`src/hdl/pwvm_pkg.sv`:
```
// Shared constants, register indexes and pipeline payload types for the
// pooling window valid mask block. No dependencies.
`timescale 1ns / 1ps

package pwvm_pkg;

   localparam int MASK_BITS   = 32;
   localparam int LANE_W      = $clog2(MASK_BITS);
   localparam int LEFT_W      = LANE_W + 1;
   localparam int GROUP_W     = 27;
   localparam int TAP_W       = 8;
   localparam int HALF_W      = 16;
   localparam int WORD_W      = 32;
   localparam int COORD_W     = 35;
   localparam int PROD_W      = 2 * HALF_W;
   localparam int TAPPROD_W   = TAP_W + HALF_W;
   localparam int CSR_INDEX_W = 3;
   localparam int REQ_DATA_W  = 48;
   localparam int RSP_DATA_W  = 32;

   // Divider: one quotient bit per step, a few steps per stage
   localparam int DIV_STEPS_PER_STAGE = 4;
   localparam int DIV_STAGES          = WORD_W / DIV_STEPS_PER_STAGE;

   // Mask lanes: a short dependent chain per stage
   localparam int LANES_PER_STAGE = 2;
   localparam int LANE_STAGES     = MASK_BITS / LANES_PER_STAGE;

   localparam logic [WORD_W-1:0] STRIDE_RESET   = 32'h0001_0001;
   localparam logic [WORD_W-1:0] DILATION_RESET = 32'h0001_0001;

   typedef enum logic [CSR_INDEX_W-1:0] {
      REG_OUT_SHAPE = 3'd0,
      REG_IN_SHAPE  = 3'd1,
      REG_STRIDE    = 3'd2,
      REG_PADDING   = 3'd3,
      REG_DILATION  = 3'd4
   } reg_index_type;

   // Decoded configuration halves
   typedef struct packed {
      logic [HALF_W-1:0] p;
      logic [HALF_W-1:0] q;
      logic [HALF_W-1:0] h;
      logic [HALF_W-1:0] w;
      logic [HALF_W-1:0] sh;
      logic [HALF_W-1:0] sw;
      logic [HALF_W-1:0] ph;
      logic [HALF_W-1:0] pw;
      logic [HALF_W-1:0] dh;
      logic [HALF_W-1:0] dw;
   } cfg_type;

   // Divider stage payload: work holds dividend bits shifting out and
   // quotient bits shifting in
   typedef struct packed {
      logic [HALF_W-1:0] rem;
      logic [WORD_W-1:0] work;
      logic [WORD_W-1:0] base;
      logic [WORD_W-1:0] total;
      logic [TAP_W-1:0]  r;
      logic [TAP_W-1:0]  s;
   } div_type;

   // Product stage payload
   typedef struct packed {
      logic [PROD_W-1:0]    prod_h;
      logic [PROD_W-1:0]    prod_w;
      logic [TAPPROD_W-1:0] rd;
      logic [TAPPROD_W-1:0] sd;
      logic [LEFT_W-1:0]    left;
      logic [HALF_W-1:0]    q;
   } prod_type;

   // Lane chain payload: tap coordinates of the next lane to test
   typedef struct packed {
      logic signed [COORD_W-1:0] h;
      logic signed [COORD_W-1:0] w;
      logic signed [COORD_W-1:0] wz;
      logic [HALF_W-1:0]         q;
      logic [LEFT_W-1:0]         left;
      logic [MASK_BITS-1:0]      mask;
   } lane_type;

endpackage

```
`src/hdl/pwvm_div.sv`:
```
// Pipelined restoring divider: splits the group's first pixel index into
// output row and column. Depends on pwvm_pkg.
`timescale 1ns / 1ps

module pwvm_div
   import pwvm_pkg::*;
(
   input  logic               clock,
   input  logic               reset,
   input  cfg_type            cfg,
   input  logic               in_valid,
   output logic               in_ready,
   input  logic [GROUP_W-1:0] in_group,
   input  logic [TAP_W-1:0]   in_r,
   input  logic [TAP_W-1:0]   in_s,
   output logic               out_valid,
   input  logic               out_ready,
   output div_type            out_data
);

   logic [DIV_STAGES-1:0] v_ff;
   div_type               st_ff [DIV_STAGES];
   logic [DIV_STAGES-1:0] src_v;
   div_type               src_d [DIV_STAGES];
   div_type               st_in [DIV_STAGES];
   logic [DIV_STAGES:0]   adv;

   assign adv[DIV_STAGES] = out_ready;

   for (genvar k = 0; k < DIV_STAGES; k++) begin : g_stage
      if (k == 0) begin : g_first
         always_comb begin
            src_v[k]       = in_valid;
            src_d[k].rem   = '0;
            src_d[k].work  = {in_group, {LANE_W{1'b0}}};
            src_d[k].base  = {in_group, {LANE_W{1'b0}}};
            src_d[k].total = WORD_W'(cfg.p) * WORD_W'(cfg.q);
            src_d[k].r     = in_r;
            src_d[k].s     = in_s;
         end
      end else begin : g_next
         assign src_v[k] = v_ff[k-1];
         assign src_d[k] = st_ff[k-1];
      end

      assign adv[k] = !v_ff[k] || adv[k+1];

      always_comb begin
         logic [HALF_W:0]   t;
         logic              ge;
         logic [HALF_W-1:0] rem;
         logic [WORD_W-1:0] work;
         rem  = src_d[k].rem;
         work = src_d[k].work;
         for (int j = 0; j < DIV_STEPS_PER_STAGE; j++) begin
            t    = {rem, work[WORD_W-1]};
            ge   = (t >= {1'b0, cfg.q});
            work = {work[WORD_W-2:0], ge};
            rem  = ge ? HALF_W'(t - {1'b0, cfg.q}) : t[HALF_W-1:0];
         end
         st_in[k]      = src_d[k];
         st_in[k].rem  = rem;
         st_in[k].work = work;
      end

      always_ff @(posedge clock) begin
         if (reset) begin
            v_ff[k] <= 1'b0;
         end else if (adv[k]) begin
            v_ff[k] <= src_v[k];
         end
      end

      always_ff @(posedge clock) begin
         if (adv[k]) begin
            st_ff[k] <= st_in[k];
         end
      end
   end

   assign in_ready  = adv[0];
   assign out_valid = v_ff[DIV_STAGES-1];
   assign out_data  = st_ff[DIV_STAGES-1];

endmodule

```
`config.mk`:
```
export PLATFORM = sky130hd
export DESIGN_NAME = pwvm_div
export DESIGN_NICKNAME = d
export VERILOG_FILES = /design/src/hdl/pwvm_pkg.sv /design/src/hdl/pwvm_div.sv
export SDC_FILE = /design/constraint.sdc
export NUM_CORES = 2
export LEC_CHECK = 0
export ABC_AREA = 1
export BUFFER_PORTS_ARGS = -buffer_cell sky130_fd_sc_hd__buf_2
export CELL_PAD_IN_SITES_DETAIL_PLACEMENT = 1
export CELL_PAD_IN_SITES_GLOBAL_PLACEMENT = 2
export CORE_MARGIN = 5
export CORE_UTILIZATION = 43
export DETAILED_ROUTE_END_ITERATION = 10
export GPL_TIMING_DRIVEN = 0
export PLACE_DENSITY = 0.88
export SETUP_SLACK_MARGIN = 0.3
export SLEW_MARGIN = 20
export SYNTH_ARGS = -nofsm -noshare
export SYNTH_HDL_FRONTEND = slang
export SYNTH_SLANG_ARGS = --single-unit
```
`constraint.sdc`:
```
create_clock -name clock -period 78.3 [get_ports clock]
set_clock_uncertainty 0.05 [all_clocks]
set_input_delay 15.66 -clock clock [delete_from_list [all_inputs] [get_ports clock]]
set_output_delay 15.66 -clock clock [all_outputs]
set_load 0.01 [all_outputs]
```
Word-level counts from Yosys, hierarchy flattened. Memories as Yosys holds them, arrays and structs flattened. Cells that the tools add are included.

Bits in registers: 8. Memories: 1. Output and inout bits: 130. Bits in latches: 0. Bits in writable memories: 1024. Memory bits (read-only): 0. Word-level logic and storage cells: 138.

Memories: st_ff (depth 8, bits a word 128, read ports 8, clocked after memory_dff 0, wr ports 8, line pwvm_div.sv:22) `div_type st_ff [DIV_STAGES];`.

Divide/modulo/power cells: 0. Bitwise gates (word level): 0. Multipliers: 1. Reduce and logical (&&, ||, !) cells: 16. $lt $le $gt $ge: 32. Shifts and indexed selects: 0. Equal/unequal tests: 0. Multiplexer cells: 48. Add/subtract/negate cells: 32.

Operators by type and width (number): >= comparator 17 x 16 -> 1 bit (31); two-way mux 16 bit (32); subtractor 16 bit (31); multiplier 16 x 16 -> 32 bit (1); >= comparator 1 x 16 -> 1 bit (1); two-way mux 1 bit (16); subtractor 1 x 16 -> 16 bit (1); zero test 1 bit (8); logical OR 1 bit (8).

Longest topological paths before layout.
Word-level depth: 11. Mapped depth: 58. Depth with buffers taken out: 53.

Least setup slack after synthesis. Ideal clock, no wire load.

Path type: in2out. From: in out_ready. To: out in_ready. Buffers on the path: 0. Arrival: 32.138 ns. Stages on the path: 14. Slack: 30.452 ns. Cell sequence: nor2_1 > inv_1 > nor2_1 > inv_1 > nor2_1 > inv_1 > nor2_1 > inv_1 > nor2_1 > inv_1 > nor2_1 > inv_1 > nor2_1 > nand2_1.

Cells in the longest elaborated chain, start to end: 8.

RTL lines: start, declared (line pwvm_div.sv:17) `input logic out_ready,`; logical OR 1 bit (line pwvm_div.sv:46) `assign adv[k] = !v_ff[k] || adv[k+1];`; net adv[7] (line pwvm_div.sv:26) `logic [DIV_STAGES:0] adv;`; logical OR 1 bit (line pwvm_div.sv:46); net adv[6] (line pwvm_div.sv:26); logical OR 1 bit (line pwvm_div.sv:46); net adv[5] (line pwvm_div.sv:26); logical OR 1 bit (line pwvm_div.sv:46); net adv[4] (line pwvm_div.sv:26); logical OR 1 bit (line pwvm_div.sv:46); net adv[3] (line pwvm_div.sv:26); logical OR 1 bit (line pwvm_div.sv:46); net adv[2] (line pwvm_div.sv:26); logical OR 1 bit (2 in a row) (line pwvm_div.sv:46); end, declared (line pwvm_div.sv:12) `output logic in_ready,`.

The timed path passes the listed nets, and every way through them passes these cells.

Final worst setup path. Ends and elaborated chain as after synthesis.

==> out/metrics.yaml <==
synth_compound_area_share_pct: 8.34
drcViolationCount: 0
insertion_delay_ns: 0.75
worst_setup_path_end_kind: "primary output"
syn_area_mm2: 0.0650
cts_resized: 0
cts_sinks: 880
fp.coreArea_mm2: 0.150
num_io_pins: 337
synthToLayoutAreaGrowth_pct: 11.2
numCtsBuffers: 99
final-setup-viol-count: 0
grt_pass1_wl_um: 319000
port_buffers: 172
via_per_inst: 5.33
die_h_um: 399
slew_violations: 0
drt-initial-drc-count: 2575
synth-xor-area-share_pct: 5.31
period_needed_ns: 37.70
syn_avg_cell_area_um2: 8.81
grt_antenna_before_repair: 10
fp-row-count: 142
grt.total_usage_pct: 25.9
synthSimpleGateAreaFrac_pct: 21.0
yosysMostFrequentCell: "nand2_1"
cts_hold_buf: 0
timing.final.crit_share_pct: 48.1
synthTopCellsByArea: "edfxtp_1 (40%), nand2_1 (13%), ha_1 (12%), fa_1 (6.8%), inv_1 (5.0%)"
setup_tns_ns: 0
cts_tree: "yes"
ys_ff_latch: 880
cp.required_ns: 62.59
muxShareOfSynthArea_pct: 0
drtAntennaViolNets: 0
netlist_top_cells_count: "nand2_1 (2169), edfxtp_1 (872), inv_1 (872), ha_1 (599), a21oi_1 (494)"
wl_per_cell_um: 21.1
grt_pass1_vias: 55600
hold_class: "register to register"
cp_data_arrival_time_ns: 21.99
slew_headroom_pct: 29.5
gp_congestion: 0.872
rsz0062_at_grt: "false"
max_cap_viol_count: 0
outcome: "finished, final reports clean"
grt_start_max_net_pins: 82
synth_top_family_by_area: "simple AND/OR/NAND/NOR gates"
die_w_um: 399
fp.dieArea_mm2: 0.159
htree_levels: 3
drtPass1Iterations: 5
cp_max_fo: 81
synth_adder_area_share_pct: 18.4
clk_pin_slew_ns: 0.06
synth_cell_types: 65
grt-ovfl-total: 0
cts_root_buf: "clkbuf_16"
hold_viol: 0
fin_nets: 8708
drive_gt1_share_pct: 7.81
synthCells: 7382
synth_area_leader_cell: "edfxtp_1"
synth.top_cell.area_share_pct: 40.3
vias: 52100
clockBufferDepth: 3
synth-main-ff-cell: "edfxtp_1"
fmax_mhz: 26.5
synth-seq-area-share_pct: 40.5
hpwl_um: 157000
post-cts-setup-buffers: 0
yosys_warnings: 0
critical_path_class: "input pin to primary output"
wl_um: 206000
initial_utilization_pct: 43.3
critPathLaunchType: "input pin"
synth_edf_count: 872
worstMarginPinSlew_ns: 1.06
async_reset_ff_share_pct: 0
## final cells by class
cell class	count	area (µm²)
Inverter	901	3470
Multi-Input combinational cell	5456	34500
Tap cell	2016	2520
Antenna cell	7	17.5
Clock inverter	65	681
Clock buffer	117	2540
Timing Repair Buffer	193	1410
Buffer	149	808
Fill cell	17600	77800
Sequential cell	880	26300
## sequential cells by signal (all words and copies together) (netlist names)
name,flops
src_v,7
out_valid,1
st_ff,872
## path summary, 6_finish.rpt
| path | slack (ns) | cells after the start | startpoint | to |
|---|---|---|---|---|
| hold reg to reg | 0.34 | 0 | st_ff[0][303] | st_ff[0][431] |
| setup / recovery | 40.60 | 22 | out_ready | in_ready |
| hold / removal | 0.34 | 0 | st_ff[0][303] | st_ff[0][431] |
| setup reg to reg | 68.60 | 48 | st_ff[1][241] | st_ff[1][368] |
## cells in the final DEF, fill, tap and decap left out, types with 25 or more instances in the layout
| master | count |
|---|---|
| clkbuf_16 | 99 |
| a21o_1 | 38 |
| buf_4 | 27 |
| nand3b_1 | 25 |
| fa_1 | 222 |
| buf_2 | 221 |
| inv_1 | 859 |
| xor2_1 | 209 |
| a21oi_1 | 494 |
| nand2_1 | 2168 |
| nor2_1 | 373 |
| clkbuf_1 | 73 |
| edfxtp_1 | 872 |
| ha_1 | 599 |
| a31oi_1 | 28 |
| xnor2_1 | 185 |
| o21ai_1 | 28 |
| nand4_1 | 48 |
| nor3_1 | 51 |
| or2_2 | 36 |
| nand3_1 | 433 |
| o21ai_0 | 307 |
## metrics by stage
stage / setup WS [ns] / utilization [%] / hold slack, ns / cell area (µm²) / cells
floorplan: 30.45 / - / 0.350 / 65100 / 7386
global placement: 17.32 / 45.6 / 0.351 / 68400 / 9574
detailed placement: 40.31 / 46.0 / 0.355 / 69100 / 9595
CTS: 40.20 / 48.2 / 0.329 / 72300 / 9777
global route: 40.06 / 48.2 / 0.332 / 72300 / 9780
finish: 40.60 / 48.2 / 0.336 / 72300 / 9784
## worst max-delay path, stage by stage
cell,delay [ns]
buf_2,0.09
nor2_1,0.30
inv_8,0.18
buf_16,0.29
nor2_1,0.35
inv_8,0.24
nor2_1,0.35
inv_8,0.23
buf_16,0.28
nor2_1,0.36
inv_8,0.22
buf_16,0.29
nor2_1,0.34
inv_8,0.18
buf_16,0.29
nor2_1,0.35
inv_8,0.19
nor2_1,0.44
nand2_4,0.35
buf_16,0.32
buf_12,0.23
buf_2,0.19
## logic make-up (layout without fill, tap and decap cells)
kind of cell	count (synthesis)	in the layout
buffers and inverters	1050	1425
and+or+nand+nor	3244	3244
xor gates and xnor gates	394	394
other	1	12
DFF	880	880
AOI/OAI and AO/OA	992	992
adders and majority gates	821	821
## per-layer routing
layer	GRT usage, %	vias up	share of wire [%]
li1	-	25300	-
met2	45.1	962	49
met4	6.94	2	2.7
met5	0	-	0.0073
met3	3.15	278	4.2
met1	34.1	25600	45
Power is left out: the tool's default activity adds up to more than one toggle a clock period on the data nets, which glitch-free logic cannot reach.
