[src/hdl/pwvm_pkg.sv]
// Shared constants, register indexes and pipeline payload types for the
// pooling window valid mask block. No dependencies.
`timescale 1ns / 1ps

package pwvm_pkg;

   localparam int MASK_BITS   = 32;
   localparam int LANE_W      = $clog2(MASK_BITS);
   localparam int LEFT_W      = LANE_W + 1;
   localparam int GROUP_W     = 27;
   localparam int TAP_W       = 8;
   localparam int HALF_W      = 16;
   localparam int WORD_W      = 32;
   localparam int COORD_W     = 35;
   localparam int PROD_W      = 2 * HALF_W;
   localparam int TAPPROD_W   = TAP_W + HALF_W;
   localparam int CSR_INDEX_W = 3;
   localparam int REQ_DATA_W  = 48;
   localparam int RSP_DATA_W  = 32;

   // Divider: one quotient bit per step, a few steps per stage
   localparam int DIV_STEPS_PER_STAGE = 4;
   localparam int DIV_STAGES          = WORD_W / DIV_STEPS_PER_STAGE;

   // Mask lanes: a short dependent chain per stage
   localparam int LANES_PER_STAGE = 2;
   localparam int LANE_STAGES     = MASK_BITS / LANES_PER_STAGE;

   localparam logic [WORD_W-1:0] STRIDE_RESET   = 32'h0001_0001;
   localparam logic [WORD_W-1:0] DILATION_RESET = 32'h0001_0001;

   typedef enum logic [CSR_INDEX_W-1:0] {
      REG_OUT_SHAPE = 3'd0,
      REG_IN_SHAPE  = 3'd1,
      REG_STRIDE    = 3'd2,
      REG_PADDING   = 3'd3,
      REG_DILATION  = 3'd4
   } reg_index_type;

   // Decoded configuration halves
   typedef struct packed {
      logic [HALF_W-1:0] p;
      logic [HALF_W-1:0] q;
      logic [HALF_W-1:0] h;
      logic [HALF_W-1:0] w;
      logic [HALF_W-1:0] sh;
      logic [HALF_W-1:0] sw;
      logic [HALF_W-1:0] ph;
      logic [HALF_W-1:0] pw;
      logic [HALF_W-1:0] dh;
      logic [HALF_W-1:0] dw;
   } cfg_type;

   // Divider stage payload: work holds dividend bits shifting out and
   // quotient bits shifting in
   typedef struct packed {
      logic [HALF_W-1:0] rem;
      logic [WORD_W-1:0] work;
      logic [WORD_W-1:0] base;
      logic [WORD_W-1:0] total;
      logic [TAP_W-1:0]  r;
      logic [TAP_W-1:0]  s;
   } div_type;

   // Product stage payload
   typedef struct packed {
      logic [PROD_W-1:0]    prod_h;
      logic [PROD_W-1:0]    prod_w;
      logic [TAPPROD_W-1:0] rd;
      logic [TAPPROD_W-1:0] sd;
      logic [LEFT_W-1:0]    left;
      logic [HALF_W-1:0]    q;
   } prod_type;

   // Lane chain payload: tap coordinates of the next lane to test
   typedef struct packed {
      logic signed [COORD_W-1:0] h;
      logic signed [COORD_W-1:0] w;
      logic signed [COORD_W-1:0] wz;
      logic [HALF_W-1:0]         q;
      logic [LEFT_W-1:0]         left;
      logic [MASK_BITS-1:0]      mask;
   } lane_type;

endpackage

[src/hdl/pwvm_tap.sv]
// Two-stage product and offset unit: tap coordinates of the group's first
// pixel and the count of pixels that exist. Depends on pwvm_pkg.
`timescale 1ns / 1ps

module pwvm_tap
   import pwvm_pkg::*;
(
   input  logic     clock,
   input  logic     reset,
   input  cfg_type  cfg,
   input  logic     in_valid,
   output logic     in_ready,
   input  div_type  in_data,
   output logic     out_valid,
   input  logic     out_ready,
   output lane_type out_data
);

   logic     a_v_ff;
   logic     b_v_ff;
   prod_type a_ff;
   prod_type a_in;
   lane_type b_ff;
   lane_type b_in;
   logic     a_adv;
   logic     b_adv;

   assign b_adv    = !b_v_ff || out_ready;
   assign a_adv    = !a_v_ff || b_adv;
   assign in_ready = a_adv;

   // Products, and how many of the group's pixels lie inside the grid
   always_comb begin
      logic [WORD_W-1:0] diff;
      diff        = in_data.total - in_data.base;
      a_in.prod_h = PROD_W'(in_data.work[HALF_W-1:0]) * PROD_W'(cfg.sh);
      a_in.prod_w = PROD_W'(in_data.rem) * PROD_W'(cfg.sw);
      a_in.rd     = TAPPROD_W'(in_data.r) * TAPPROD_W'(cfg.dh);
      a_in.sd     = TAPPROD_W'(in_data.s) * TAPPROD_W'(cfg.dw);
      a_in.q      = in_data.rem;
      if (in_data.base >= in_data.total) begin
         a_in.left = '0;
      end else if (diff >= WORD_W'(MASK_BITS)) begin
         a_in.left = LEFT_W'(MASK_BITS);
      end else begin
         a_in.left = diff[LEFT_W-1:0];
      end
   end

   // Sum into signed coordinates
   always_comb begin
      b_in.h    = $signed(COORD_W'(a_ff.prod_h)) - $signed(COORD_W'(cfg.ph))
                  + $signed(COORD_W'(a_ff.rd));
      b_in.w    = $signed(COORD_W'(a_ff.prod_w)) - $signed(COORD_W'(cfg.pw))
                  + $signed(COORD_W'(a_ff.sd));
      b_in.wz   = $signed(COORD_W'(a_ff.sd)) - $signed(COORD_W'(cfg.pw));
      b_in.q    = a_ff.q;
      b_in.left = a_ff.left;
      b_in.mask = '0;
   end

   always_ff @(posedge clock) begin
      if (reset) begin
         a_v_ff <= 1'b0;
         b_v_ff <= 1'b0;
      end else begin
         if (a_adv) begin
            a_v_ff <= in_valid;
         end
         if (b_adv) begin
            b_v_ff <= a_v_ff;
         end
      end
   end

   always_ff @(posedge clock) begin
      if (a_adv) begin
         a_ff <= a_in;
      end
      if (b_adv) begin
         b_ff <= b_in;
      end
   end

   assign out_valid = b_v_ff;
   assign out_data  = b_ff;

endmodule

[config.mk]
export PLATFORM = sky130hd
export DESIGN_NAME = pwvm_tap
export DESIGN_NICKNAME = d
export VERILOG_FILES = /design/src/hdl/pwvm_pkg.sv /design/src/hdl/pwvm_tap.sv
export SDC_FILE = /design/constraint.sdc
export NUM_CORES = 2
export LEC_CHECK = 0
export BUFFER_PORTS_ARGS = -buffer_cell sky130_fd_sc_hd__buf_2
export CAP_MARGIN = 20
export CORE_MARGIN = 2
export CORE_UTILIZATION = 30
export DETAILED_ROUTE_END_ITERATION = 12
export GPL_TIMING_DRIVEN = 0
export PLACE_DENSITY_LB_ADDON = 0.25
export SLEW_MARGIN = 20
export SYNTH_ARGS = -nofsm -noshare
export SYNTH_HDL_FRONTEND = slang
export SYNTH_SLANG_ARGS = --single-unit
[constraint.sdc]
create_clock -name clock -period 13.55 [get_ports clock]
set_clock_uncertainty 0.2 [all_clocks]
set_input_delay 2.71 -clock clock [delete_from_list [all_inputs] [get_ports clock]]
set_output_delay 2.71 -clock clock [all_outputs]
set_load 0.02 [all_outputs]
Word level (Yosys, flattened, before mapping)

Index checks and enable logic that the tools add are counted.

Output and inout port bits: 161
Input port bits: 292
Word-level logic and storage cells: 32
Register bits after elaboration: 263

Multiply operators: 4
Reductions and logical operators: 5
Magnitude comparators: 2
Mux-type cells: 1
$add $sub $neg: 6

Operators by type and width:

| cell                  | number |
|---|---|
| $add A33 B25 Y34      | 2 |
| $sub A32 B16 Y33      | 2 |
| $mul A16 B16 Y32      | 2 |
| $mul A8 B16 Y24       | 2 |
| $ge A32 B32 Y1        | 1 |
| $ge A32 B6 Y1 const B | 1 |
| $sub A32 B32 Y32      | 1 |
| $sub A24 B16 Y25      | 1 |
| $mux W6               | 1 |
| $logic_not A1 Y1      | 2 |
| $logic_or A1 B1 Y1    | 2 |
| $reduce_or A2 Y1      | 1 |

Logic depth before layout (Yosys ltp)

Depth after elaboration: 3
Mapped depth: 25
Depth with buffers taken out: 25

Worst setup path before layout

Ideal clock, no wire load.

Path type: in2reg
Start point: input in_data[94] (netlist name)
End point: register a_ff[133] (netlist name), data pin
Path slack: 4.692 ns
Cell stages on the path: 21
Buffers on the path: 1
Setup time: 0.260 ns
Arrival time: 8.398 ns
Data required time: 13.090 ns
Path through: clkbuf_1 > nand2_1 > fa_1 > fa_1 > inv_1 > fa_1 > inv_1 > fa_1 > fa_1 > fa_1 > inv_1 > ha_1 > a211oi_1 > o21ai_0 > o311ai_0 > a211oi_1 > a211oi_1 > a211oi_1 > a211oi_1 > a21oi_1 > xnor2_1

RTL lines:

| what                 | line           | source |
|---|---|---|
| from (decl)          | pwvm_tap.sv:13 | `input div_type in_data,` |
| to (signal assigned) | pwvm_tap.sv:78 | `a_ff <= a_in;` |
| to (decl)            | pwvm_tap.sv:21 | `prod_type a_ff;` |

==> implementation parameters <==
Parameter                              Value

Floorplanning
  Die span in y ... 368 um
  Row cnt ... 133
  Initial core utilization ... 0.302
  Area of the die ... 135000 um2
  Placeable core region ... 131000 um2
  Die span in x ... 368 um
  # IOs ... 453

Global routing
  Overall Global Routing Usage ... 0.165
  Vias in the first global route ... 30900
  Aggregate global routing overflow ... 0
  Number of antenna violations at the first check in global routing ... 11
  Maximum number of pins on one net before global-route repair ... 60
  Global-route wire length before repair ... 176 mm

Finish
  Multi-input combinational cell area ... 29000 um2
  Post-route cell area ... 44900 um2
  Reg area ... 7520 um2
  Area added between synthesis and finish ... 12.9%
  Share of cells above drive strength 1 ... 0.100
  Layout filler cell count ... 13800
  Nets@finish ... 5895

Pwr
  Sw Ratio ... 0.489
  Leakage power of the design ... 0.0214 uW
  Register share of total power ... 0.163
  Power density cells ... 255 nW/um2
  Internal power consumption ... 5850 uW
  Clock power share ... 0.073
  Highest ir drop seen on vdd ... 0.244 mV
  Switching power ... 5590 uW
  Share of total power in combinational logic ... 0.764

Worst hold path
  Hold Crit Class ... flip-flop to flip-flop

Critical path
  Critical path launch point type ... input pin
  Critical-path maximum fanout ... 10
  Critical Setup Path Class ... input pin to flip-flop
  Minimum setup slack among reg-to-reg paths ... 7.64 ns
  Worst EP required ... 13.67 ns
  Type of element capturing the critical path ... flip-flop
  Arrival time of the worst setup path ... 9.54 ns

Logic synthesis
  Number of enable flip-flop cells after synthesis ... 249
  Post-Syn Area per Cell ... 9.45 um2
  Post-synthesis sequential area ratio ... 0.189
  Largest area contributor in the synthesized netlist ... sky130_fd_sc_hd__fa_1
  Cell with the most instances after synthesis ... sky130_fd_sc_hd__inv_1
  Portion of synthesized cell area occupied by the leading cell type ... 0.283
  Count of unique library cells instantiated by Yosys ... 83
  Async set-or-reset flop fraction in the synthesized netlist ... 0
  Synth Flop Type ... sky130_fd_sc_hd__edfxtp_1
  Top cells by area, synth ... sky130_fd_sc_hd__fa_1 (28%), sky130_fd_sc_hd__edfxtp_1 (19%), sky130_fd_sc_hd__ha_1 (13%), sky130_fd_sc_hd__inv_1 (6.6%), sky130_fd_sc_hd__and2_1 (5.4%)
  Ranking of synthesized cells by instance count ... sky130_fd_sc_hd__inv_1 (695), sky130_fd_sc_hd__fa_1 (562), sky130_fd_sc_hd__nand2_1 (540)
  Synthesis Warnings ... 0
  Count of mapped cells out of synthesis ... 4210
  Number of flip-flops and latches in the synthesized netlist ... 251
  Syn Std Cell Area ... 39800 um2

CTS
  Worst-path clk slew ... 0.06 ns
  H-tree level count ... 1
  Number of clock sinks ... 251
  CTS buffer count ... 31
  Hold bufs inserted after CTS ... 0
  TritonCTS clock tree ... built
  Clock Tree Root ... sky130_fd_sc_hd__clkbuf_16
  Buffers inserted by post-CTS timing repair ... 0
  Worst-Skew Late Latency ... 0.60 ns
  # resized after CTS ... 0
  Clock Tree Buf Depth ... 3

Timing
  Accumulated negative setup slack ... 0 ns
  Relative slew slack ... 0.316
  Final Worst Setup Slack ... 4.13 ns
  Final period util ... 0.695
  Min Tclk post-route ... 9.42 ns
  Setup repair after global routing missed its margin ... no
  Slew Viols, Final ... 0
  Worst Max-Slew Pin Slew ... 1.02 ns
  Setup violations, final ... 0
  Final hold vios ... 0
  Minimum hold slack ... 0.218 ns
  Highest clock frequency the design can meet ... 106 MHz

Route
  Count of unresolved DRC violations after routing ... 0
  Initial DRC count ... 1683
  Detailed-route vias per instance ... 4.73
  TritonRoute pass-1 iters ... 5
  Routed wire per std cell ... 17.6 um
  Via total after detailed routing ... 30200
  Final Routed Wirelength ... 112 mm
  Antenna violation net count after detailed routing ... 0

Place
  Worst setup slack after placement ... 3.52 ns
  Number of port buffers ... 339
  Cell Area, Placed ... 43900 um2
  Half-perimeter wire length after detailed placement ... 94.7 mm
  Final weighted congestion in routability-driven placement ... 0.891

Status
  Result of the run ... complete, no violations

Flow run
  Max-cap violations ... 0
state kept, by name, summed over array words and instances, names as in the netlist:
register   count
a_ff         134
out_data     115
a_v_ff         1
out_valid      1
worst max-delay path, stage by stage:
cell	delay, ns
sky130_fd_sc_hd__buf_2	0.28
sky130_fd_sc_hd__clkbuf_1	0.49
sky130_fd_sc_hd__nand2_1	0.16
sky130_fd_sc_hd__fa_1	0.56
sky130_fd_sc_hd__inv_1	0.06
sky130_fd_sc_hd__fa_1	0.51
sky130_fd_sc_hd__inv_1	0.06
sky130_fd_sc_hd__fa_1	0.53
sky130_fd_sc_hd__inv_1	0.05
sky130_fd_sc_hd__fa_1	0.44
sky130_fd_sc_hd__fa_1	0.49
sky130_fd_sc_hd__inv_1	0.05
sky130_fd_sc_hd__fa_1	0.53
sky130_fd_sc_hd__inv_1	0.04
sky130_fd_sc_hd__ha_1	0.36
sky130_fd_sc_hd__a21oi_1	0.16
sky130_fd_sc_hd__o21ai_0	0.14
sky130_fd_sc_hd__nand3_1	0.12
sky130_fd_sc_hd__nand2_1	0.08
sky130_fd_sc_hd__a211oi_1	0.21
sky130_fd_sc_hd__nor2_1	0.13
sky130_fd_sc_hd__a221oi_1	0.53
sky130_fd_sc_hd__nor3_1	0.10
sky130_fd_sc_hd__a2111oi_0	0.59
sky130_fd_sc_hd__xnor2_1	0.16
power groups by stage:
stage	Combinational [uW]	Clock (uW)	Sequential, uW
after detailed placement	8740	0	1880
after global placement	8750	0	1880
after CTS	8840	868	1870
after global routing	9930	900	1890
after floorplan	6480	0	1970
final	8730	839	1860
placed cells by master (no fill, tap or decap), types with 13 or more instances in the layout:
cell and instances:
sky130_fd_sc_hd__nand2b_1 35, sky130_fd_sc_hd__ha_1 424, sky130_fd_sc_hd__buf_4 44, sky130_fd_sc_hd__and2_1 345, sky130_fd_sc_hd__a31oi_1 22, sky130_fd_sc_hd__o21bai_1 19, sky130_fd_sc_hd__nor3_1 59, sky130_fd_sc_hd__conb_1 32
sky130_fd_sc_hd__edfxtp_1 249, sky130_fd_sc_hd__a21oi_1 155, sky130_fd_sc_hd__nor2b_1 38, sky130_fd_sc_hd__nand2_1 539, sky130_fd_sc_hd__o211ai_1 14, sky130_fd_sc_hd__buf_2 344, sky130_fd_sc_hd__o21a_1 51, sky130_fd_sc_hd__xnor2_1 164
sky130_fd_sc_hd__nor2_1 159, sky130_fd_sc_hd__a211oi_1 28, sky130_fd_sc_hd__o21ai_0 87, sky130_fd_sc_hd__xor2_1 74, sky130_fd_sc_hd__fa_1 562, sky130_fd_sc_hd__o21ai_1 13, sky130_fd_sc_hd__nor4_1 21, sky130_fd_sc_hd__or3_1 23
sky130_fd_sc_hd__inv_1 694, sky130_fd_sc_hd__clkbuf_16 31, sky130_fd_sc_hd__and3_1 28, sky130_fd_sc_hd__clkbuf_1 95, sky130_fd_sc_hd__a21o_1 65, sky130_fd_sc_hd__nand3_1 41
path summary, 6_finish.rpt:
path | from | end | cells after the start
max reg2reg | a_ff[102] | out_data[156] | 24
min | a_ff[9] | out_data[47] | 0
min reg2reg | a_ff[9] | out_data[47] | 0
max | in_data[119] | a_ff[101] | 25
routing by layer:
metal	routed length [um]	up-vias	GRT usage
li1	-	14400	-
met1	51800	15000	0.232
met2	51900	714	0.270
met3	6130	111	0.0229
met4	2590	6	0.0355
met5	34	-	0
logic make-up after synthesis:
group                    count (synthesis)  synth area share
AO/OA/AOI/OAI                          540            0.0888
XOR/XNOR                               238            0.0524
adder cells (fa/ha/maj)                986             0.416
buffers and inverters                  839            0.0837
flip-flops                             251             0.189
multiplexers                             6           0.00151
other                                    1         0.0000943
AND/OR/NAND/NOR                       1349             0.168
metrics by stage:
stage,util,total power [uW],cells
floorplan,-,8450,4241
global placement,0.333,10600,6335
detailed placement,0.334,10600,6339
CTS,0.341,11600,6395
global route,0.341,12700,6395
finish,0.341,11400,6397
cell type report:
type                       count  area share
timing repair buffer         343      0.0399
multi-input combinational   3151       0.647
inverter                     695      0.0583
sequential                   251       0.167
antenna                        2    0.000111
clock buffer                  33      0.0174
buffer                       144      0.0160
tap                         1755      0.0489
clock inverter                23     0.00491
(Power assumes the default switching activity.)
