--- src/hdl/pwvm_pkg.sv ---
// Shared constants, register indexes and pipeline payload types for the
// pooling window valid mask block. No dependencies.
`timescale 1ns / 1ps

package pwvm_pkg;

   localparam int MASK_BITS   = 32;
   localparam int LANE_W      = $clog2(MASK_BITS);
   localparam int LEFT_W      = LANE_W + 1;
   localparam int GROUP_W     = 27;
   localparam int TAP_W       = 8;
   localparam int HALF_W      = 16;
   localparam int WORD_W      = 32;
   localparam int COORD_W     = 35;
   localparam int PROD_W      = 2 * HALF_W;
   localparam int TAPPROD_W   = TAP_W + HALF_W;
   localparam int CSR_INDEX_W = 3;
   localparam int REQ_DATA_W  = 48;
   localparam int RSP_DATA_W  = 32;

   // Divider: one quotient bit per step, a few steps per stage
   localparam int DIV_STEPS_PER_STAGE = 4;
   localparam int DIV_STAGES          = WORD_W / DIV_STEPS_PER_STAGE;

   // Mask lanes: a short dependent chain per stage
   localparam int LANES_PER_STAGE = 2;
   localparam int LANE_STAGES     = MASK_BITS / LANES_PER_STAGE;

   localparam logic [WORD_W-1:0] STRIDE_RESET   = 32'h0001_0001;
   localparam logic [WORD_W-1:0] DILATION_RESET = 32'h0001_0001;

   typedef enum logic [CSR_INDEX_W-1:0] {
      REG_OUT_SHAPE = 3'd0,
      REG_IN_SHAPE  = 3'd1,
      REG_STRIDE    = 3'd2,
      REG_PADDING   = 3'd3,
      REG_DILATION  = 3'd4
   } reg_index_type;

   // Decoded configuration halves
   typedef struct packed {
      logic [HALF_W-1:0] p;
      logic [HALF_W-1:0] q;
      logic [HALF_W-1:0] h;
      logic [HALF_W-1:0] w;
      logic [HALF_W-1:0] sh;
      logic [HALF_W-1:0] sw;
      logic [HALF_W-1:0] ph;
      logic [HALF_W-1:0] pw;
      logic [HALF_W-1:0] dh;
      logic [HALF_W-1:0] dw;
   } cfg_type;

   // Divider stage payload: work holds dividend bits shifting out and
   // quotient bits shifting in
   typedef struct packed {
      logic [HALF_W-1:0] rem;
      logic [WORD_W-1:0] work;
      logic [WORD_W-1:0] base;
      logic [WORD_W-1:0] total;
      logic [TAP_W-1:0]  r;
      logic [TAP_W-1:0]  s;
   } div_type;

   // Product stage payload
   typedef struct packed {
      logic [PROD_W-1:0]    prod_h;
      logic [PROD_W-1:0]    prod_w;
      logic [TAPPROD_W-1:0] rd;
      logic [TAPPROD_W-1:0] sd;
      logic [LEFT_W-1:0]    left;
      logic [HALF_W-1:0]    q;
   } prod_type;

   // Lane chain payload: tap coordinates of the next lane to test
   typedef struct packed {
      logic signed [COORD_W-1:0] h;
      logic signed [COORD_W-1:0] w;
      logic signed [COORD_W-1:0] wz;
      logic [HALF_W-1:0]         q;
      logic [LEFT_W-1:0]         left;
      logic [MASK_BITS-1:0]      mask;
   } lane_type;

endpackage

--- src/hdl/pwvm_lane.sv ---
// Lane chain: tests a few mask lanes per stage and steps the tap position
// along the output row, wrapping to the next row. Depends on pwvm_pkg.
`timescale 1ns / 1ps

module pwvm_lane
   import pwvm_pkg::*;
(
   input  logic                 clock,
   input  logic                 reset,
   input  cfg_type              cfg,
   input  logic                 in_valid,
   output logic                 in_ready,
   input  lane_type             in_data,
   output logic                 out_valid,
   input  logic                 out_ready,
   output logic [MASK_BITS-1:0] out_mask
);

   logic [LANE_STAGES-1:0] v_ff;
   lane_type               st_ff [LANE_STAGES];
   logic [LANE_STAGES-1:0] src_v;
   lane_type               src_d [LANE_STAGES];
   lane_type               st_in [LANE_STAGES];
   logic [LANE_STAGES:0]   adv;
   logic signed [COORD_W-1:0] h_lim;
   logic signed [COORD_W-1:0] w_lim;
   logic signed [COORD_W-1:0] sh_step;
   logic signed [COORD_W-1:0] sw_step;
   logic [HALF_W-1:0]         q_last;

   assign h_lim   = $signed(COORD_W'(cfg.h));
   assign w_lim   = $signed(COORD_W'(cfg.w));
   assign sh_step = $signed(COORD_W'(cfg.sh));
   assign sw_step = $signed(COORD_W'(cfg.sw));
   assign q_last  = cfg.q - HALF_W'(1);

   assign adv[LANE_STAGES] = out_ready;

   for (genvar k = 0; k < LANE_STAGES; k++) begin : g_stage
      localparam int BASE_LANE = k * LANES_PER_STAGE;

      if (k == 0) begin : g_first
         assign src_v[k] = in_valid;
         assign src_d[k] = in_data;
      end else begin : g_next
         assign src_v[k] = v_ff[k-1];
         assign src_d[k] = st_ff[k-1];
      end

      assign adv[k] = !v_ff[k] || adv[k+1];

      always_comb begin
         logic signed [COORD_W-1:0] h;
         logic signed [COORD_W-1:0] w;
         logic [HALF_W-1:0]         q;
         logic [MASK_BITS-1:0]      mask;
         logic                      in_img;
         h    = src_d[k].h;
         w    = src_d[k].w;
         q    = src_d[k].q;
         mask = src_d[k].mask;
         for (int j = 0; j < LANES_PER_STAGE; j++) begin
            in_img = (h >= 0) && (h < h_lim) && (w >= 0) && (w < w_lim)
                     && (LEFT_W'(BASE_LANE + j) < src_d[k].left);
            mask[LANE_W'(BASE_LANE + j)] = in_img;
            // step to the next pixel, wrapping at the row end
            if (q == q_last) begin
               q = '0;
               h = h + sh_step;
               w = src_d[k].wz;
            end else begin
               q = q + HALF_W'(1);
               w = w + sw_step;
            end
         end
         st_in[k]      = src_d[k];
         st_in[k].h    = h;
         st_in[k].w    = w;
         st_in[k].q    = q;
         st_in[k].mask = mask;
      end

      always_ff @(posedge clock) begin
         if (reset) begin
            v_ff[k] <= 1'b0;
         end else if (adv[k]) begin
            v_ff[k] <= src_v[k];
         end
      end

      always_ff @(posedge clock) begin
         if (adv[k]) begin
            st_ff[k] <= st_in[k];
         end
      end
   end

   assign in_ready  = adv[0];
   assign out_valid = v_ff[LANE_STAGES-1];
   assign out_mask  = st_ff[LANE_STAGES-1].mask;

endmodule
--- config.mk ---
export PLATFORM = sky130hd
export DESIGN_NAME = pwvm_lane
export DESIGN_NICKNAME = d
export VERILOG_FILES = /design/src/hdl/pwvm_pkg.sv /design/src/hdl/pwvm_lane.sv
export SDC_FILE = /design/constraint.sdc
export NUM_CORES = 2
export LEC_CHECK = 0
export BUFFER_PORTS_ARGS = -buffer_cell sky130_fd_sc_hd__buf_2
export CAP_MARGIN = 0
export CORE_MARGIN = 4
export CORE_UTILIZATION = 55
export DETAILED_ROUTE_END_ITERATION = 16
export PLACE_DENSITY = 0.72
export SLEW_MARGIN = 40
export SYNTH_ARGS = -nofsm -noshare
export SYNTH_HDL_FRONTEND = slang
export SYNTH_SLANG_ARGS = --single-unit
--- constraint.sdc ---
create_clock -name clock -period 31 [get_ports clock]
set_input_delay 6.2 -clock clock [delete_from_list [all_inputs] [get_ports clock]]
set_output_delay 6.2 -clock clock [all_outputs]
set_load 0.01 [all_outputs]
-- Yosys cells after proc, flatten, opt, wreduce, memory -nomap -nowiden
Memories as Yosys holds them, arrays and structs flattened.
Index checks and enable logic that the tools add are counted.
- equality and inequality tests: 32
- magnitude comparators: 80
- multiplexer cells: 128
- reductions and logical operators: 96
- add/sub/neg operators: 97
- operators with widths (operator ; count):
    adder 35 x 17 -> 35 bit ; 64
    2-to-1 mux 35 bit ; 64
    >= comparator 35 x 1 -> 1 bit, second input constant ; 32
    less-than comparator 35 x 17 -> 1 bit ; 32
    adder 16 x 1 -> 16 bit, second input constant ; 32
    == test 16 bit ; 32
    2-to-1 mux 16 bit ; 32
    logical AND 1 bit ; 64
    less-than comparator 4 x 6 -> 1 bit, first input constant ; 8
    2-to-1 mux 1 bit ; 32
    less-than comparator 3 x 6 -> 1 bit, first input constant ; 4
    zero test 1 bit ; 16
    logical OR 1 bit ; 16
    subtractor 16 x 1 -> 16 bit, second input constant ; 1
    less-than comparator 1 x 6 -> 1 bit, first input constant ; 2
    less-than comparator 2 x 6 -> 1 bit, first input constant ; 2
- bits of input ports: 323
- output and inout bits: 34
- RAM bits: 2544
- memories kept: 1
- word-level logic and storage cells: 450
- flip-flop bits (word level): 16
- memories (name ; depth ; width ; rd ports ; clocked after memory_dff ; wr ports ; line ; text):
    st_ff ; 16 ; 159 ; 16 ; 0 ; 16 ; pwvm_lane.sv:20 ; lane_type st_ff [LANE_STAGES];

-- Logic depth before layout (Yosys ltp)
- depth in word-level cells: 19
- mapped depth: 35
- mapped depth without buffers: 26

-- Least setup slack after synthesis
No wires, ideal clock.
- path kind: input -> output
- start point: input out_ready
- end point: output in_ready
- setup slack: 3.422 ns
- stages on the path: 10
- data required time: 24.800 ns
- arrival time: 21.378 ns
- cell sequence: nor2b_1 inv_1 nor2_1 and2_1 and3_1 nand3_1 nor2_1 nand3_1 nor2_1 nand3_1
- cells in the longest elaborated chain, start to end: 16
- ends and longest elaborated chain (what ; line ; text):
    from (decl) ; pwvm_lane.sv:15 ; input logic out_ready,
    logical OR 1 bit ; pwvm_lane.sv:50 ; assign adv[k] = !v_ff[k] || adv[k+1];
    via adv[15] ; pwvm_lane.sv:24 ; logic [LANE_STAGES:0] adv;
    logical OR 1 bit (9 in a row) ; pwvm_lane.sv:50 ;
    via adv[6] ; pwvm_lane.sv:24 ;
    logical OR 1 bit (3 in a row) ; pwvm_lane.sv:50 ;
    via adv[3] ; pwvm_lane.sv:24 ;
    logical OR 1 bit (3 in a row) ; pwvm_lane.sv:50 ;
    to (decl) ; pwvm_lane.sv:12 ; output logic in_ready,
The timed path passes the listed nets, and every way through them passes these cells.

-- Worst setup path in the final report
Same ends and word-level chain as after synthesis.

==> out/metrics.sh <==
RUN_STATUS='completed'
TIMING.SETUP.CRITICAL_PATH_CLASS='in -> out'
CRIT_FANOUT=27
DRC=0
DRT.ANTENNA.VIOLATING_NETS=0
DETAIL_ROUTE.FIRST_PASS.ITERATIONS=6
LEAKAGEPOWER_nW=45.5
CTS-HTREE-LEVELS=4
CTS_RESIZED=0
RSZ_0062_RAISED_AFTER_GLOBAL_ROUTING='false'
DPL.HPWL_MICRONS=238000
SYNTH_SEQUENTIAL_AREA_RATIO_PCT=39.3
CLK_ROOT_BUFFER_CELL='clkbuf_16'
SKEW_PS=54.6
NETLIST.TOP_CELL.BY_AREA='edfxtp_1'
SYNTH-EDFF-COUNT=1345
COMBPWRFRAC_PCT=45.3
SYNTH.NET_COUNT=12000
FINAL-SETUP-VIOL-COUNT=0
WORST_SETUP_PATH_END_KIND='output port'
BUFFER_PORTS.INSERTED=260
INITIAL_CORE_UTIL_PCT=55.2
POWER.DENSITY_nW_PER_UM2=69.9
ROUTABILITYCONGESTION=0.951
TRACK_USAGE_PCT=29.2
WORSTMARGINPINSLEW_PS=882
TIMING.REG2REG.SETUP_SLACK_PS=24020
WORST-ENDPOINT-REQUIRED_PS=24800
GRT_PASS1_WL_MICRONS=452000
TMIN_FINAL_PS=16530
PLACEMENT_ROWS=159
DIEHEIGHT_MICRONS=442
ANTENNA_FOUND_INITIAL=4
NET-SWITCHING-POWER_W=0.00295
FMAX_GHz=0.0605
POST_SYNTH.CELL_AREA_AVG_SQ_UM=9.68
TRITONCTS='yes'
SHARE_OF_THE_CYCLE_NEEDED_BY_THE_CRITICAL_PATH_AFTER_ROUTING_PCT=53.3
DR_TOTAL_VIAS=82800
ASYNC_FLOP_SHARE_PCT=0
FINISH.UTILIZATION_PCT=60.3
POSTROUTEWIRELENGTH_MICRONS=294000
CTS_MAX_PATH_BUFFERS=3
SYNTHCELLS=10700
WORST_SKEW_PAIR.LATE_LATENCY_PS=800
TOTALNEGATIVESETUPSLACK_PS=0
DRT_ITER0_DRC=7325
MIN_DELAY_WORST_TYPE='reg -> reg'
MOST_FREQUENT_STANDARD_CELL_IN_THE_LAYOUT_EXCLUDING_FILL_AND_TAP_CELLS='edfxtp_1'
FP.DIEW_MICRONS=442
DRV_SLEW=0
DESIGN.DIE.AREA_SQ_UM=195000
GR-TOTAL-OVERFLOW=0
PORTION_OF_TOTAL_POWER_ATTRIBUTED_TO_SEQUENTIAL_CELLS_PCT=32.7
GRT_MAX_DEGREE=104
SYNTH_TOP_AREA_SHARE_PCT=39.0
SLEW-LIMIT-HEADROOM_PCT=40.8
SYNTHTOLAYOUTAREAGROWTH_PCT=9.27
DESIGN.PORTCOUNT=357
SYNTH_CELL_TYPES=108
POST_SYNTH_INSTANCE_AREA_SQ_UM=104000
DESIGN.CORE.AREA_SQ_UM=188000
CTS.SINKS=1361
CAP_VIOL_MAX_COUNT=0
AVGROUTEDWIREPERCELL_MICRONS=21.7
REPORT.FINAL.HOLD_VIOL_COUNT=0
YS.WARNINGS.COUNT=0
FINISH.NET_COUNT=12300
CRIT_ARRIVAL_PS=10330
POST-CTS-SETUP-BUFFER-COUNT=0
PLACEMENT.CELL_AREA_SQ_UM=108000
SYNTH.FF_LATCH_COUNT=1361
CELLINTERNALPOWER_W=0.00496
FINISH.INSTANCE_AREA_SQ_UM=113000
POST_DRT_VIA_CELL_RATIO=6.11
WORST_SETUP_PATH_START_KIND='input port'
LAYOUT-DRIVE-GT1-SHARE_PCT=7.92
VIA_COUNT_OF_THE_FIRST_GLOBAL_ROUTING_PASS=79300
PATH_CLK_SLEW_PS=60
CTS_MADE_BUFFERS=144
LAYOUT_COMMON_CELLS='edfxtp_1 (1345), nand2_1 (1107), ha_1 (975), nor2_1 (858), a21oi_1 (734)'
SWITCHING_SHARE_PCT=37.3
SYNTH.AREA.TOP_CELLS='edfxtp_1 (39%), ha_1 (12%), xnor2_1 (5.9%), xor2_1 (4.3%), nand2_1 (4.0%)'
POWER.IR.VDD_WORST_V=0.0000591
YS_DOMINANT_REG_CELL='edfxtp_1'
CTS-HOLD-FIX-BUFFERS=0
POWER.CLOCK.FRACTION_PCT=22.1
TOTAL_POWER_W=0.00792
## layout make-up
| class | count | area [sq um] |
|---|---|---|
| diodes | 1 | 2.50 |
| clock buffers | 176 | 3740 |
| clock inverters | 86 | 1150 |
| fillers | 15500 | 74400 |
| inverters | 260 | 986 |
| multi-input cells | 8753 | 60900 |
| flip-flops and latches | 1361 | 40700 |
| well taps | 2495 | 3120 |
| repair buffers | 418 | 2550 |
## per-stage QoR
step / hold WS [ps] / instances / setup slack (ps)
3_5_place_dp: 405 / 13300 / 14460
2_1_floorplan: 400 / 10700 / 3420
3_3_place_gp: 401 / 13300 / 14680
6_report: 401 / 13600 / 14470
5_1_grt: 405 / 13500 / 14070
4_1_cts: 402 / 13500 / 14390
## sequential cells by signal (all words and copies together) (netlist names)
register and flops:
st_ff 1345, src_v 15, out_valid 1
## synthesized netlist by cell type (all sizes together) (70+ instances only)
| master | count |
|---|---|
| and3 | 145 |
| o21a | 72 |
| nor2b | 130 |
| xnor2 | 703 |
| inv | 257 |
| clkbuf | 270 |
| o21ai | 730 |
| nor4 | 165 |
| edfxtp | 1345 |
| xor2 | 514 |
| nor3 | 267 |
| nand3 | 348 |
| nand4 | 213 |
| ha | 975 |
| nand2 | 1114 |
| nand2b | 154 |
| a21o | 281 |
| a31oi | 86 |
| nor2 | 862 |
| a211oi | 73 |
| o21bai | 93 |
| a21oi | 734 |
| or3 | 70 |
| and2 | 89 |
## power by group through the flow
stage	sequential (W)	clock [W]	combinational, W
after floorplan	0.00251	0	0.00280
after global placement	0.00261	0	0.00339
after detailed placement	0.00262	0	0.00352
after CTS	0.00258	0.00178	0.00354
after global routing	0.00261	0.00186	0.00402
final	0.00259	0.00175	0.00358
## layer usage
metal	vias up	part of all wire (%)	GRT usage [%]
met4	4	4.4	11.9
met2	2977	43	44.5
met5	-	0.012	0
li1	40300	-	-
met3	507	7.0	4.13
met1	39000	46	41.8
## critical path: stages
cell	delay, ps
buf_2	100
nor2b_1	260
inv_1	120
nor2_1	210
and2_1	290
and3_1	350
nand3_4	380
nor2_1	700
nand3_4	430
nor2_1	710
nand3_4	100
buf_4	260
buf_2	190
## final timing paths
kind / cells after the start / end / start
worst min-delay path: 0 / st_ff[1][326] / st_ff[1][167]
worst min register to register: 0 / st_ff[1][326] / st_ff[1][167]
worst max register to register: 19 / st_ff[0][806] / st_ff[0][674]
worst max-delay path: 13 / in_ready / out_ready
## cells by family after synthesis
logic type / Yosys count / share of synthesized area [%]
xor+xnor: 1268 / 11.5
buf+inv: 587 / 2.20
compound gates: 2512 / 15.0
mux: 113 / 1.17
simple gates: 3855 / 18.4
flops: 1361 / 39.3
fa+ha+maj: 1005 / 12.4
Power figures use the tool's default switching activity.
